## src/rtl/core/disk_request_to_chs_command_top_defines.svh

```systemverilog
// Assertion macros for the disk request to CHS command block.
// Included by the modules that carry assertions; depends on nothing else.
`ifndef DISK_REQUEST_TO_CHS_COMMAND_TOP_DEFINES_SVH
`define DISK_REQUEST_TO_CHS_COMMAND_TOP_DEFINES_SVH
`ifndef SYNTH
`define DRC_ASSERT(lbl, clk, rstn, prop, msg) \
  lbl: assert property (@(posedge clk) disable iff (!rstn) (prop)) else $error(msg);
`define DRC_ASSERT_NORST(lbl, clk, prop, msg) \
  lbl: assert property (@(posedge clk) (prop)) else $error(msg);
`else
`define DRC_ASSERT(lbl, clk, rstn, prop, msg)
`define DRC_ASSERT_NORST(lbl, clk, prop, msg)
`endif
`endif

```

## src/rtl/core/drc_pkg.sv

```systemverilog
// Shared types and constants for the disk request to CHS command block.
// Used by the controller, the datapath and the top level.
package drc_pkg;

  // Fields of one input item.
  typedef struct packed {
    logic [1:0]         cmd;
    logic [3:0]         device;
    logic signed [31:0] position;
    logic [15:0]        byte_count;
    logic [30:0]        entry_base;
    logic [30:0]        entry_length;
    logic [4:0]         entry_heads;
    logic [7:0]         entry_sectors;
    logic [7:0]         entry_control;
    logic [7:0]         entry_precomp;
  } drc_in_t;

  // Fields of one result item.
  typedef struct packed {
    logic [2:0] status;
    logic [7:0] control_byte;
    logic [7:0] precomp_byte;
    logic [7:0] sector_count;
    logic [7:0] sector_number;
    logic [7:0] cylinder_low;
    logic [7:0] cylinder_high;
    logic [7:0] drive_head;
    logic [7:0] command_code;
  } drc_out_t;

  // Command codes.
  localparam logic [1:0] CmdLoad  = 2'd0;
  localparam logic [1:0] CmdRead  = 2'd1;
  localparam logic [1:0] CmdWrite = 2'd2;

  // Status codes.
  localparam logic [2:0] StIssued = 3'd0;
  localparam logic [2:0] StIoErr  = 3'd1;
  localparam logic [2:0] StInval  = 3'd2;
  localparam logic [2:0] StBeyond = 3'd3;
  localparam logic [2:0] StLoaded = 3'd4;

  localparam logic [7:0] DriveHeadBase = 8'hA0;
  localparam logic [7:0] AtaRead       = 8'h20;
  localparam logic [7:0] AtaWrite      = 8'h30;
  localparam int unsigned SectorBytes  = 512;

  // Division width: the absolute sector fits in 32 bits.
  localparam int unsigned DivW = 32;

  // Commands from controller to datapath.
  typedef struct packed {
    logic capture;   // take the input item
    logic check;     // evaluate request checks
    logic div_start; // start the division
    logic div_step;  // one restoring step
    logic finish;    // form the result
  } drc_cmd_t;

  // Status from datapath to controller.
  typedef struct packed {
    logic is_load;
    logic early_done;  // result known without division
    logic div_last;    // final step of the division
  } drc_stat_t;

endpackage

```

## src/rtl/core/drc_ctrl.sv

```systemverilog
// Controller state machine for the disk request to CHS command block.
// Depends on drc_pkg and the assertion macros header.
`include "disk_request_to_chs_command_top_defines.svh"
module drc_ctrl (
  input  logic              clk_i,
  input  logic              rst_ni,
  input  logic              in_valid_i,
  output logic              in_stall_o,
  output logic              out_valid_o,
  input  logic              out_stall_i,
  output drc_pkg::drc_cmd_t cmd_o,
  input  drc_pkg::drc_stat_t stat_i
);
  import drc_pkg::*;

  localparam logic [2:0] SIdle  = 3'd0;
  localparam logic [2:0] SCheck = 3'd1;
  localparam logic [2:0] SDiv1  = 3'd2;
  localparam logic [2:0] SDiv2  = 3'd3;
  localparam logic [2:0] SDone  = 3'd4;
  localparam logic [2:0] SOut   = 3'd5;

  logic [2:0] state_q, state_d;
  logic       busy_take;
  logic       out_take;

  assign out_take  = out_valid_o && !out_stall_i;
  assign busy_take = in_valid_i && !in_stall_o;
  // Input is free when idle, or when the waiting result leaves this cycle.
  assign in_stall_o  = !(state_q == SIdle || (state_q == SOut && out_take));
  assign out_valid_o = (state_q == SOut);

  // Next state and datapath commands.
  always_comb begin
    state_d = state_q;
    cmd_o   = '0;
    cmd_o.capture = busy_take;
    case (state_q)
      SIdle: begin
        if (busy_take) state_d = SCheck;
      end
      SCheck: begin
        cmd_o.check = 1'b1;
        if (stat_i.early_done) begin
          cmd_o.finish = 1'b1;
          state_d = SOut;
        end else begin
          cmd_o.div_start = 1'b1;
          state_d = SDiv1;
        end
      end
      SDiv1: begin
        cmd_o.div_step = 1'b1;
        if (stat_i.div_last) begin
          cmd_o.div_start = 1'b1;
          state_d = SDiv2;
        end
      end
      SDiv2: begin
        cmd_o.div_step = 1'b1;
        if (stat_i.div_last) state_d = SDone;
      end
      SDone: begin
        cmd_o.finish = 1'b1;
        state_d = SOut;
      end
      SOut: begin
        if (out_take) state_d = busy_take ? SCheck : SIdle;
      end
      default: state_d = SIdle;
    endcase
  end

  // State register.
  always_ff @(posedge clk_i or negedge rst_ni) begin
    if (!rst_ni) begin
      state_q <= SIdle;
    end else begin
      state_q <= state_d;
    end
  end

  `DRC_ASSERT(a_out_held, clk_i, rst_ni, out_valid_o && out_stall_i |=> out_valid_o, "result dropped while stalled")
  `DRC_ASSERT(a_no_take_busy, clk_i, rst_ni, (state_q == SDiv1 || state_q == SDiv2) |-> in_stall_o, "item taken during division")
  `DRC_ASSERT(a_check_follows, clk_i, rst_ni, busy_take |=> state_q == SCheck, "accepted item not checked")
endmodule

```

## src/rtl/core/drc_dpath.sv

```systemverilog
// Datapath: entry table, request checks, shared restoring divider, result.
// Depends on drc_pkg.
module drc_dpath #(
  parameter int unsigned BlockBytes = 1024,
  parameter int unsigned Drives     = 2,
  parameter int unsigned Partitions = 4
) (
  input  logic               clk_i,
  input  logic               rst_ni,
  input  drc_pkg::drc_in_t   in_i,
  input  logic [1:0]         drive_count_i,
  input  drc_pkg::drc_cmd_t  cmd_i,
  output drc_pkg::drc_stat_t stat_o,
  output drc_pkg::drc_out_t  out_o
);
  import drc_pkg::*;

  localparam int unsigned PerDrive  = Partitions + 1;
  localparam int unsigned Entries   = Drives * PerDrive;
  localparam int unsigned BlkShift  = $clog2(BlockBytes);
  localparam int unsigned SecPerBlk = BlockBytes / SectorBytes;
  localparam int unsigned CntW      = $clog2(DivW + 1);

  // Entry table; reset clears every entry to zero.
  logic [30:0] base_q   [Entries];
  logic [30:0] length_q [Entries];
  logic [4:0]  heads_q  [Entries];
  logic [7:0]  spt_q    [Entries];
  logic [7:0]  ctrl_q   [Entries];
  logic [7:0]  pre_q    [Entries];

  drc_in_t     item_q;
  logic [1:0]  drive_q;
  logic [7:0]  spt_sel_q;

  // Divider registers.
  logic [DivW-1:0] quo_q, rem_q, dvd_d;
  logic [12:0]     dvs_q;
  logic [CntW-1:0] cnt_q;
  logic [DivW-1:0] cyl_q;
  logic            pass_q;
  drc_out_t        res_q;

  logic            dev_ok;
  logic [3:0]      dev_idx;
  logic [1:0]      drive_w;
  logic [2:0]      chk_status;
  logic            chk_go;
  logic [41:0]     limit_w;
  logic [DivW-1:0] sector_w;
  logic [DivW:0]   trial;
  logic [DivW-1:0] rem_sh;

  assign dev_idx = item_q.device;
  assign dev_ok  = 32'(dev_idx) < Entries;
  // At most two drives, so the drive is set by one compare against the entries per drive.
  assign drive_w = (32'(dev_idx) >= PerDrive) ? 2'd1 : 2'd0;
  assign limit_w = ({11'b0, length_q[dev_ok ? dev_idx : 4'd0]} << 9) - 42'(BlockBytes);
  assign sector_w = 32'(item_q.position[31:9]) + 32'(base_q[dev_ok ? dev_idx : 4'd0]);

  // Request checks in order.
  always_comb begin
    chk_status = StIssued;
    chk_go     = 1'b0;
    if (item_q.cmd == CmdLoad) begin
      chk_status = dev_ok ? StLoaded : StInval;
    end else if (!(item_q.cmd == CmdRead || item_q.cmd == CmdWrite)) begin
      chk_status = StInval;
    end else if (!dev_ok) begin
      chk_status = StIoErr;
    end else if (32'(item_q.byte_count) != BlockBytes) begin
      chk_status = StInval;
    end else if (drive_w >= drive_count_i) begin
      chk_status = StIoErr;
    end else if (item_q.position[BlkShift-1:0] != '0) begin
      chk_status = StInval;
    end else if (item_q.position[31] ||
                 $signed({10'b0, item_q.position}) > $signed(limit_w)) begin
      chk_status = StBeyond;
    end else if (heads_q[dev_idx] == '0 || spt_q[dev_idx] == '0) begin
      chk_status = StIoErr;
    end else begin
      chk_go = 1'b1;
    end
  end

  assign stat_o.is_load    = (item_q.cmd == CmdLoad);
  assign stat_o.early_done = !chk_go;
  assign stat_o.div_last   = (cnt_q == CntW'(1));

  // One restoring division step.
  assign rem_sh = {rem_q[DivW-2:0], quo_q[DivW-1]};
  assign trial  = {1'b0, rem_sh} - {20'b0, dvs_q};
  assign dvd_d  = pass_q ? rem_q : sector_w;

  // Table writes.
  always_ff @(posedge clk_i or negedge rst_ni) begin
    if (!rst_ni) begin
      for (int i = 0; i < Entries; i++) begin
        base_q[i] <= '0; length_q[i] <= '0; heads_q[i] <= '0;
        spt_q[i] <= '0; ctrl_q[i] <= '0; pre_q[i] <= '0;
      end
    end else if (cmd_i.check && item_q.cmd == CmdLoad && dev_ok) begin
      base_q[dev_idx]   <= item_q.entry_base;
      length_q[dev_idx] <= item_q.entry_length;
      heads_q[dev_idx]  <= item_q.entry_heads;
      spt_q[dev_idx]    <= item_q.entry_sectors;
      ctrl_q[dev_idx]   <= item_q.entry_control;
      pre_q[dev_idx]    <= item_q.entry_precomp;
    end
  end

  // Item capture, divider and result registers.
  always_ff @(posedge clk_i) begin
    if (cmd_i.capture) item_q <= in_i;
    if (cmd_i.check) begin
      drive_q    <= drive_w;
      spt_sel_q  <= spt_q[dev_ok ? dev_idx : 4'd0];
      pass_q     <= 1'b0;
    end
    // First pass: sector / (heads * sectors per track); second: remainder / sectors per track.
    if (cmd_i.div_start) begin
      quo_q <= cmd_i.check ? sector_w : dvd_d;
      rem_q <= '0;
      dvs_q <= cmd_i.check ? 13'(heads_q[dev_idx] * spt_q[dev_idx]) : {5'b0, spt_sel_q};
      cnt_q <= CntW'(DivW);
      if (!cmd_i.check) begin
        pass_q <= 1'b1;
        cyl_q  <= {quo_q[DivW-2:0], !trial[DivW]};
      end
    end else if (cmd_i.div_step) begin
      quo_q <= {quo_q[DivW-2:0], !trial[DivW]};
      rem_q <= trial[DivW] ? rem_sh : trial[DivW-1:0];
      cnt_q <= cnt_q - CntW'(1);
    end
    if (cmd_i.div_start && !cmd_i.check) begin
      quo_q <= trial[DivW] ? rem_sh : trial[DivW-1:0];
    end
    if (cmd_i.finish) begin
      res_q <= '0;
      if (cmd_i.check) begin
        res_q.status <= chk_status;
      end else begin
        res_q.status        <= StIssued;
        res_q.control_byte  <= ctrl_q[dev_idx];
        res_q.precomp_byte  <= pre_q[dev_idx];
        res_q.sector_count  <= 8'(SecPerBlk);
        res_q.sector_number <= 8'(rem_q) + 8'd1;
        res_q.cylinder_low  <= cyl_q[7:0];
        res_q.cylinder_high <= cyl_q[15:8];
        res_q.drive_head    <= DriveHeadBase | 8'({drive_q, 4'b0}) | 8'(quo_q);
        res_q.command_code  <= (item_q.cmd == CmdRead) ? AtaRead : AtaWrite;
      end
    end
  end

  assign out_o = res_q;
endmodule

```

## src/rtl/core/disk_request_to_chs_command_top.sv

```systemverilog
// Top level of the disk request to CHS command block.
// Depends on drc_pkg, drc_ctrl and drc_dpath.
//
//  channel | handshake            | payload
//  in      | in_valid_i/in_stall_o | in_item_i  (drc_in_t)
//  out     | out_valid_o/out_stall_i | out_item_o (drc_out_t)
//  cfg     | cfg_we_i             | cfg_data_i (drive_count)
//
// A load or a rejected request goes from the check state straight to the result.
// An issued request makes two 32-step passes of one restoring divider
// (cylinder by sectors per cylinder, then head and sector by sectors/track).
// Reset clears the entry table and drive count at once; no clearing pass.
// A waiting result holds under stall; the next item is taken as it leaves.
module disk_request_to_chs_command_top #(
  parameter int unsigned BlockBytes = 1024,
  parameter int unsigned Drives     = 2,
  parameter int unsigned Partitions = 4
) (
  input  logic              clk_i,
  input  logic              rst_ni,
  input  logic              in_valid_i,
  output logic              in_stall_o,
  input  drc_pkg::drc_in_t  in_item_i,
  output logic              out_valid_o,
  input  logic              out_stall_i,
  output drc_pkg::drc_out_t out_item_o,
  input  logic              cfg_we_i,
  input  logic [1:0]        cfg_data_i
);
  import drc_pkg::*;

  drc_cmd_t   cmd;
  drc_stat_t  stat;
  logic [1:0] drive_count_q;

  // Drive count register.
  always_ff @(posedge clk_i or negedge rst_ni) begin
    if (!rst_ni) begin
      drive_count_q <= '0;
    end else if (cfg_we_i) begin
      drive_count_q <= cfg_data_i;
    end
  end

  drc_ctrl u_ctrl (
    .clk_i, .rst_ni, .in_valid_i, .in_stall_o, .out_valid_o, .out_stall_i,
    .cmd_o(cmd), .stat_i(stat)
  );

  drc_dpath #(.BlockBytes(BlockBytes), .Drives(Drives), .Partitions(Partitions)) u_dpath (
    .clk_i, .rst_ni, .in_i(in_item_i), .drive_count_i(drive_count_q),
    .cmd_i(cmd), .stat_o(stat), .out_o(out_item_o)
  );
endmodule
```

## config.mk

```make
export PLATFORM = sky130hd
export DESIGN_NAME = disk_request_to_chs_command_top
export DESIGN_NICKNAME = d
export VERILOG_FILES = /design/src/rtl/core/drc_pkg.sv /design/src/rtl/core/drc_ctrl.sv /design/src/rtl/core/drc_dpath.sv /design/src/rtl/core/disk_request_to_chs_command_top.sv
export VERILOG_INCLUDE_DIRS = /design/src /design/src/rtl/core
export SDC_FILE = /design/constraint.sdc
export NUM_CORES = 2
export LEC_CHECK = 0
export BUFFER_PORTS_ARGS = -buffer_cell sky130_fd_sc_hd__buf_2
export CAP_MARGIN = 20
export CORE_ASPECT_RATIO = 1.5
export CORE_UTILIZATION = 30
export CTS_CLUSTER_DIAMETER = 150
export DETAILED_ROUTE_END_ITERATION = 10
export PLACE_DENSITY = 0.5
export SLEW_MARGIN = 5
export SYNTH_ARGS = -nofsm -noshare
export SYNTH_HDL_FRONTEND = slang
export SYNTH_SLANG_ARGS = --single-unit
```

## constraint.sdc

```tcl
create_clock -name clk_i -period 7.35 [get_ports clk_i]
set_input_delay 1.47 -clock clk_i [delete_from_list [all_inputs] [get_ports clk_i]]
set_output_delay 1.47 -clock clk_i [all_outputs]
set_load 0.005 [all_outputs]
```

==> Word-level counts from Yosys, hierarchy flattened <==
Index checks and enable logic that the tools add are counted.
{ "word_totals": {"reg_bits": 1236, "output_inout_bits": 69, "elab_cells": 222} }
{ "op_classes": {"n_reduce_logical": 24, "addsub": 5, "magnitude_cmp": 7, "bitwise_logic": 4, "eq_ne": 13, "n_mux": 78, "mul": 1} }
{ "ops": {"columns": ["operator", "count"], "rows": [
  ["310-bit bitwise mux", 2],
  ["31-bit binary-select mux with 4-bit select", 2],
  ["80-bit bitwise mux", 3],
  ["32-bit two-way mux", 6],
  ["31-bit two-way mux", 5],
  ["8-bit binary-select mux with 4-bit select", 4],
  ["31-bit demux with 4-bit select", 1],
  ["8-bit two-way mux", 10],
  ["50-bit bitwise mux", 1],
  ["33-bit by 42-bit greater-than comparator with 1-bit output", 1],
  ["42-bit two-way mux", 1],
  ["40-bit by 11-bit subtractor with 41-bit output, second input constant", 1],
  ["3-bit two-way mux", 13],
  ["32-bit by 13-bit subtractor with 33-bit output", 1],
  ["23-bit by 31-bit adder with 32-bit output", 1],
  ["8-bit demux with 4-bit select", 1],
  ["5-bit binary-select mux with 4-bit select", 1],
  ["5-bit demux with 4-bit select", 1],
  ["5-bit two-way mux", 4],
  ["1-bit two-way mux", 19],
  ["3-bit case mux with 6 select lines", 1],
  ["16-bit by 11-bit inequality test with 1-bit output, second input constant", 1],
  ["5-bit by 8-bit multiplier with 13-bit output", 1],
  ["5-bit greater-or-equal comparator, second input constant", 2],
  ["31 further kinds", 49]
]} }

==> Depth between registers and ports, before layout <==
{ "depth": {"ltp_word": 20, "ltp_mapped": 36} }

==> Modules after synthesis <==
A second synthesis with hierarchy kept.
{ "hier_totals": {"cells_unflattened": 4331, "area_unflattened_um2": 58064.4} }
{ "modules_own_cells": {"columns": ["mod", "seq_area_each_um2", "area_per_inst_um2", "n_inst", "cells_each"], "rows": [
  ["drc_dpath", 31530.2, 57667.8, 1, 4289],
  ["drc_ctrl", 75.1, 324.1, 1, 38],
  ["disk_request_to_chs_command_top", 50.0, 72.6, 1, 4]
]} }

==> Worst setup path before layout <==
Ideal clock, no wire load.
{ "synth_timing": {"kind": "input port to flip-flop", "from": "input port out_stall_i", "to": "register u_dpath.item_q (netlist bit u_dpath.dev_idx[0]) (enable)", "cell_stages": 3, "arrival_time_ns": 7.984, "slack_ns": -1.285, "n_path_buf": 0, "cell_sequence": "nand2b_1 > a211o_1 > nor2_1"} }
{ "synth_rtl": {"columns": ["item", "line_no", "rtl"], "rows": [
  ["from (decl)", "disk_request_to_chs_command_top.sv:25", "input logic out_stall_i,"],
  ["to (signal assigned)", "drc_dpath.sv:115", "if (cmd_i.capture) item_q <= in_i;"],
  ["to (decl)", "drc_dpath.sv:32", "drc_in_t item_q;"]
]} }

==> Worst setup path after layout <==
{ "layout_timing": {"from": "register u_dpath.item_q (netlist bit u_dpath.dev_idx[1])", "to": "register u_dpath.quo_q[26], data pin"} }
{ "layout_via": {"elab_chain_len": 20} }
{ "layout_lines": {"columns": ["item", "line_no", "rtl"], "rows": [
  ["4-bit less-than comparator", "drc_dpath.sv:55", "assign dev_ok = 32'(dev_idx) < Entries;"],
  ["4-bit two-way mux", "drc_dpath.sv:58, drc_dpath.sv:59", null],
  ["4-bit NOT with 5-bit output", "drc_dpath.sv:58, drc_dpath.sv:59", null],
  ["31-bit binary-select mux with 4-bit select", "drc_dpath.sv:58", "assign limit_w = ({11'b0, length_q[dev_ok ? dev_idx : 4'd0]} << 9) - 42'(BlockBytes);"],
  ["31-bit two-way mux (2 in series)", "drc_dpath.sv:58", null],
  ["40-bit by 11-bit subtractor with 41-bit output", "drc_dpath.sv:58", null],
  ["33-bit by 42-bit greater-than comparator with 1-bit output", "drc_dpath.sv:78", "$signed({10'b0, item_q.position}) > $signed(limit_w)) begin"],
  ["1-bit logical OR", "drc_dpath.sv:77", "end else if (item_q.position[31] ||"],
  ["[3 not listed]", null, null],
  ["1-bit two-way mux", "drc_dpath.sv:71", "end else if (32'(item_q.byte_count) != BlockBytes) begin"],
  ["1-bit two-way mux", "drc_dpath.sv:69", "end else if (!dev_ok) begin"],
  ["1-bit two-way mux", "drc_dpath.sv:67", "end else if (!(item_q.cmd == CmdRead || item_q.cmd == CmdWrite)) begin"],
  ["1-bit two-way mux", "drc_dpath.sv:65", "if (item_q.cmd == CmdLoad) begin"],
  ["1-bit two-way mux", "drc_ctrl.sv:44", "if (stat_i.early_done) begin"],
  ["1-bit case mux with 2 select lines", "drc_ctrl.sv:38", "case (state_q)"],
  ["32-bit two-way mux / 1-bit logical AND (equally long branches)", "drc_dpath.sv:122, drc_dpath.sv:136", null],
  ["32-bit two-way mux (*)", "drc_dpath.sv:136", "if (cmd_i.div_start && !cmd_i.check) begin"],
  ["to (signal assigned)", "drc_dpath.sv:123", "quo_q <= cmd_i.check ? sector_w : dvd_d;"],
  ["to (signal assigned)", "drc_dpath.sv:132", "quo_q <= {quo_q[DivW-2:0], !trial[DivW]};"],
  ["to (signal assigned)", "drc_dpath.sv:137", "quo_q <= trial[DivW] ? rem_sh : trial[DivW-1:0];"],
  ["to (decl)", "drc_dpath.sv:37", "logic [DivW-1:0] quo_q, rem_q, dvd_d;"]
]} }
Every way passes the cells marked *; elsewhere a longest branch is shown, timed or not. The select of a mux whose other input is x is not followed.
A chain may end at the register's enable or synchronous reset.

==> impl_metrics.yaml <==
clock_tree:
  cts_tree: "built"
  cts_sinks: 1220
  clock_path_buffers: 3
  post_cts_buffers: 0
  cts-htree-levels: 3
  holdBufCountCts: 0
  cts_resized: 0
  root_buffer: "clkbuf_16"
  cts_inserted_buffers: 119
  clk_pin_slew_worst_paths_ns: 0.07
  clk_latency_ns: 0.74
worst_setup_path:
  cpMaxStageDelayCell: "a31oi_4"
  path_buf_inv: 2
  slowest_delay_ns: 0.71
  end_kind: "flop"
  r2r_end: "u_dpath.quo_q[26]$_DFFE_PP_"
  rrSetupSlack_ns: 0.70
  arrival_ns: 7.12
  cp_max_fo: 34
  r2r_start: "u_dpath.dev_idx[1]$_DFFE_PP_"
  crit_start: "u_dpath.dev_idx[1]$_DFFE_PP_"
  startpoint_type: "flop"
  path_class: "flop to flop"
  rr_worst_depth: 20
  worstSetupEndpoint: "u_dpath.quo_q[26]$_DFFE_PP_"
  worstPathCellList: "buf_4, mux4_2, and2_1, o31a_1, nor3_2, nand4_4, nor4b_1, xnor2_1, ha_1, nand4_1, nor3_1, nand4_1, nor4_1, nor4_1, o211ai_1, a21oi_2, a31oi_4, or2_4, buf_12, o21ai_1"
  required_ns: 7.82
  cp_top_family: "simple AND/OR/NAND/NOR gates"
  cp.depth: 20
sta:
  setup_viol: 0
  max_slew_margin_pct: 24.3
  fin_worst_skew_ns: 0.0304
  fmax_mhz: 150
  fin_crit_ns: 6.65
  rsz0062_at_grt: "false"
  worst_pin_slew_ns: 1.14
  hold_viol_final: 0
  drv_slew: 0
  fin_crit_sh_pct: 90.4
  finalSetupTns_ns: 0
  holdWs_ns: 0.454
power_and_ir_drop:
  power_density_nw_per_um2: 342
  p_sw_mw: 7.21
  vdd_drop_max_mv: 0.193
  power.share.sequential_pct: 44.5
  p_int_mw: 15.5
  finalPower_mw: 22.7
  clockPowerShare_pct: 29.4
  p_leak_nw: 30.0
  comb_power_share_pct: 26.1
  p_sw_share_pct: 31.8
drt:
  viasPerCell: 5.08
  first_pass_iters: 8
  vias: 36300
  drc: 0
  routed_wl_um: 175000
  routedWlPerCell_um: 24.5
  drt-met1-wl_um: 74500
  wl_met3_um: 6000
  wl_met2_um: 89700
  top_layer: "met5"
  drt_iter0_drc: 2478
  final_antenna_net_count: 0
layout:
  fillers: 18900
  fin_util_pct: 34.5
  nets: 4707
  fin_area_um2: 66400
  drive_above_1_share_pct: 36.4
  area_growth_pct: 13.9
floorplan:
  num_rows: 197
  pin_count: 221
  dieWidth_um: 362
  dieArea_um2: 196000
  core_um2: 193000
  initial_core_util_pct: 30.3
  die_h_um: 542
logic_synthesis:
  netlist_instances: 4364
  synth_mux_area_share_pct: 25.3
  syn-cell-area_um2: 58300
  synth_compound_gate_area_share_pct: 7.26
  synthTopCellsByArea: "dfrtp_1, mux2_2, edfxtp_1"
  synth_fa_ha_area_share_pct: 2.55
  synth_top_area_share_pct: 39.3
  yosys_warnings: 0
  synth_area_leader_cell: "dfrtp_1"
  ys_types: 100
  synth-xor-area-share_pct: 1.37
  syn_avg_cell_area_um2: 13.4
  async_reset_ff_share_pct: 75.0
  ys_seq_elements: 1220
  synth_top_family_by_area: "multiplexers"
  synth_ff_type: "dfrtp_1"
  ys_seq_area_share_pct: 54.3
  synth-edff-count: 267
  synth-simple-area-share_pct: 5.72
grt:
  grt_start_max_net_pins: 180
  grt_antenna_before_repair: 20
  grt_usage_pct: 17.8
  first_global_vias: 38000
  grt_first_pass_wirelength_um: 261000
  grt_overflow: 0
placement:
  gp_congestion: 0.866
  placed_area_um2: 62200
  hpwlAfterDp_um: 114000
  port_buffers: 207
outcome:
  status: "finished, final reports clean"
hold_path:
  hold_class: "flop to flop"
run:
  cap_violations: 0
-- worst reg2reg max path: cells and delay by family (launching register included) --
kind,cells,cell delay [ns]
compound gates,5,1.44
xor+xnor,1,0.12
fa+ha+maj,1,0.30
buf+inv,2,0.80
flops,1,0.62
mux,1,0.40
simple gates,10,2.73
-- worst min-delay path by stage --
stage	start	end	slack, ns	cells past startpoint
final	u_dpath.quo_q[13]$_DFFE_PP_	u_dpath.cyl_q[14]$_DFFE_PP_	0.45	0
after global placement	u_dpath.quo_q[13]$_DFFE_PP_	u_dpath.cyl_q[14]$_DFFE_PP_	0.45	0
after global routing	u_dpath.quo_q[13]$_DFFE_PP_	u_dpath.cyl_q[14]$_DFFE_PP_	0.48	0
after CTS	u_dpath.quo_q[13]$_DFFE_PP_	u_dpath.cyl_q[14]$_DFFE_PP_	0.46	0
after detailed placement	u_dpath.quo_q[13]$_DFFE_PP_	u_dpath.cyl_q[14]$_DFFE_PP_	0.44	0
after floorplan	u_dpath.quo_q[10]$_DFFE_PP_	u_dpath.cyl_q[11]$_DFFE_PP_	0.43	0
-- routing by layer --
layer / up-vias / track usage, %
met2: 715 / 31.6
met5: - / 0
met4: 22 / 5.36
met1: 19200 / 22.3
met3: 236 / 2.14
li1: 16200 / -
-- cell usage after synthesis, drive strengths merged, types with 20 or more instances --
master	count
a211oi	90
a21o	24
a21oi	137
a221oi	29
a222oi	20
a31oi	22
and2	46
buf	195
clkbuf	179
dfrtp	915
dfxtp	38
edfxtp	267
fa	20
ha	87
inv	75
mux2	950
mux2i	164
mux4	108
nand2	208
nand2b	25
nand3	35
nor2	169
nor2b	36
nor3	53
nor4	20
o21ai	96
o221ai	23
xnor2	44
xor2	47
-- area by class of cell --
cell class | count | area [µm²] | area share (%)
diodes | 5 | 12.5 | 0.0188
clock buffers | 167 | 3490 | 5.25
clock inverters | 56 | 759 | 1.14
inverters | 78 | 293 | 0.441
multi-input cells | 2704 | 24800 | 37.4
flip-flops and latches | 1220 | 31700 | 47.7
well taps | 2587 | 3240 | 4.87
repair buffers | 325 | 2130 | 3.21
-- state kept, by name (all words and copies together) (netlist names) --
signal	count
u_dpath.base_q	310
u_dpath.length_q	310
u_dpath.item_q	141
u_dpath.ctrl_q	80
u_dpath.pre_q	80
u_dpath.spt_q	80
u_dpath.out_o	52
u_dpath.heads_q	50
u_dpath.quo_q	32
u_dpath.rem_q	31
u_dpath.cyl_q	16
u_dpath.dvs_q	13
u_dpath.spt_sel_q	8
u_dpath.cnt_q	6
u_dpath.dev_idx	4
u_ctrl.state_q	3
drive_count_q	2
u_dpath.drive_q	1
u_dpath.pass_q	1
-- logic make-up after synthesis --
family                   Yosys count
AND/OR/NAND/NOR                  675
multiplexers                    1222
buffers and inverters            452
other                              1
XOR/XNOR                          91
flip-flops                      1220
AO/OA/AOI/OAI                    596
adder cells (fa/ha/maj)          107
-- through the flow --
stage	setup slack, ns	cells
2_1_floorplan	0.0547	4376
3_3_place_gp	0.630	6912
3_5_place_dp	0.484	6914
4_1_cts	0.474	7137
5_1_grt	0.178	7138
6_report	0.705	7142
-- power by group through the flow --
stage	Sequential, mW	Combinational [mW]	Clock [mW]
after floorplan	9.55	4.26	0
after global placement	10.2	5.94	0
after detailed placement	10.2	6.03	0
after CTS	10.1	6.04	6.84
after global routing	10.3	6.43	7.10
final	10.1	5.93	6.66
-- cell usage in the layout (no fill, tap or decap), types with 21 or more instances in the layout --
| cell type | n |
|---|---|
| nor2_1 | 166 |
| inv_1 | 73 |
| o21ai_0 | 90 |
| xnor2_1 | 44 |
| mux2_2 | 949 |
| ha_1 | 87 |
| o221ai_1 | 23 |
| buf_4 | 101 |
| xor2_1 | 47 |
| nand2_1 | 203 |
| a221oi_1 | 28 |
| and2_1 | 43 |
| edfxtp_1 | 267 |
| a21o_1 | 24 |
| dfxtp_1 | 38 |
| nand3_1 | 33 |
| a21oi_1 | 134 |
| clkbuf_16 | 125 |
| nand2b_1 | 23 |
| buf_2 | 207 |
| clkbuf_1 | 22 |
| dfrtp_1 | 915 |
| nor2b_1 | 34 |
| mux4_2 | 108 |
| nor3_1 | 43 |
| a211oi_2 | 21 |
| mux2i_1 | 164 |
| a211oi_1 | 68 |
(Power assumes the default switching activity.)
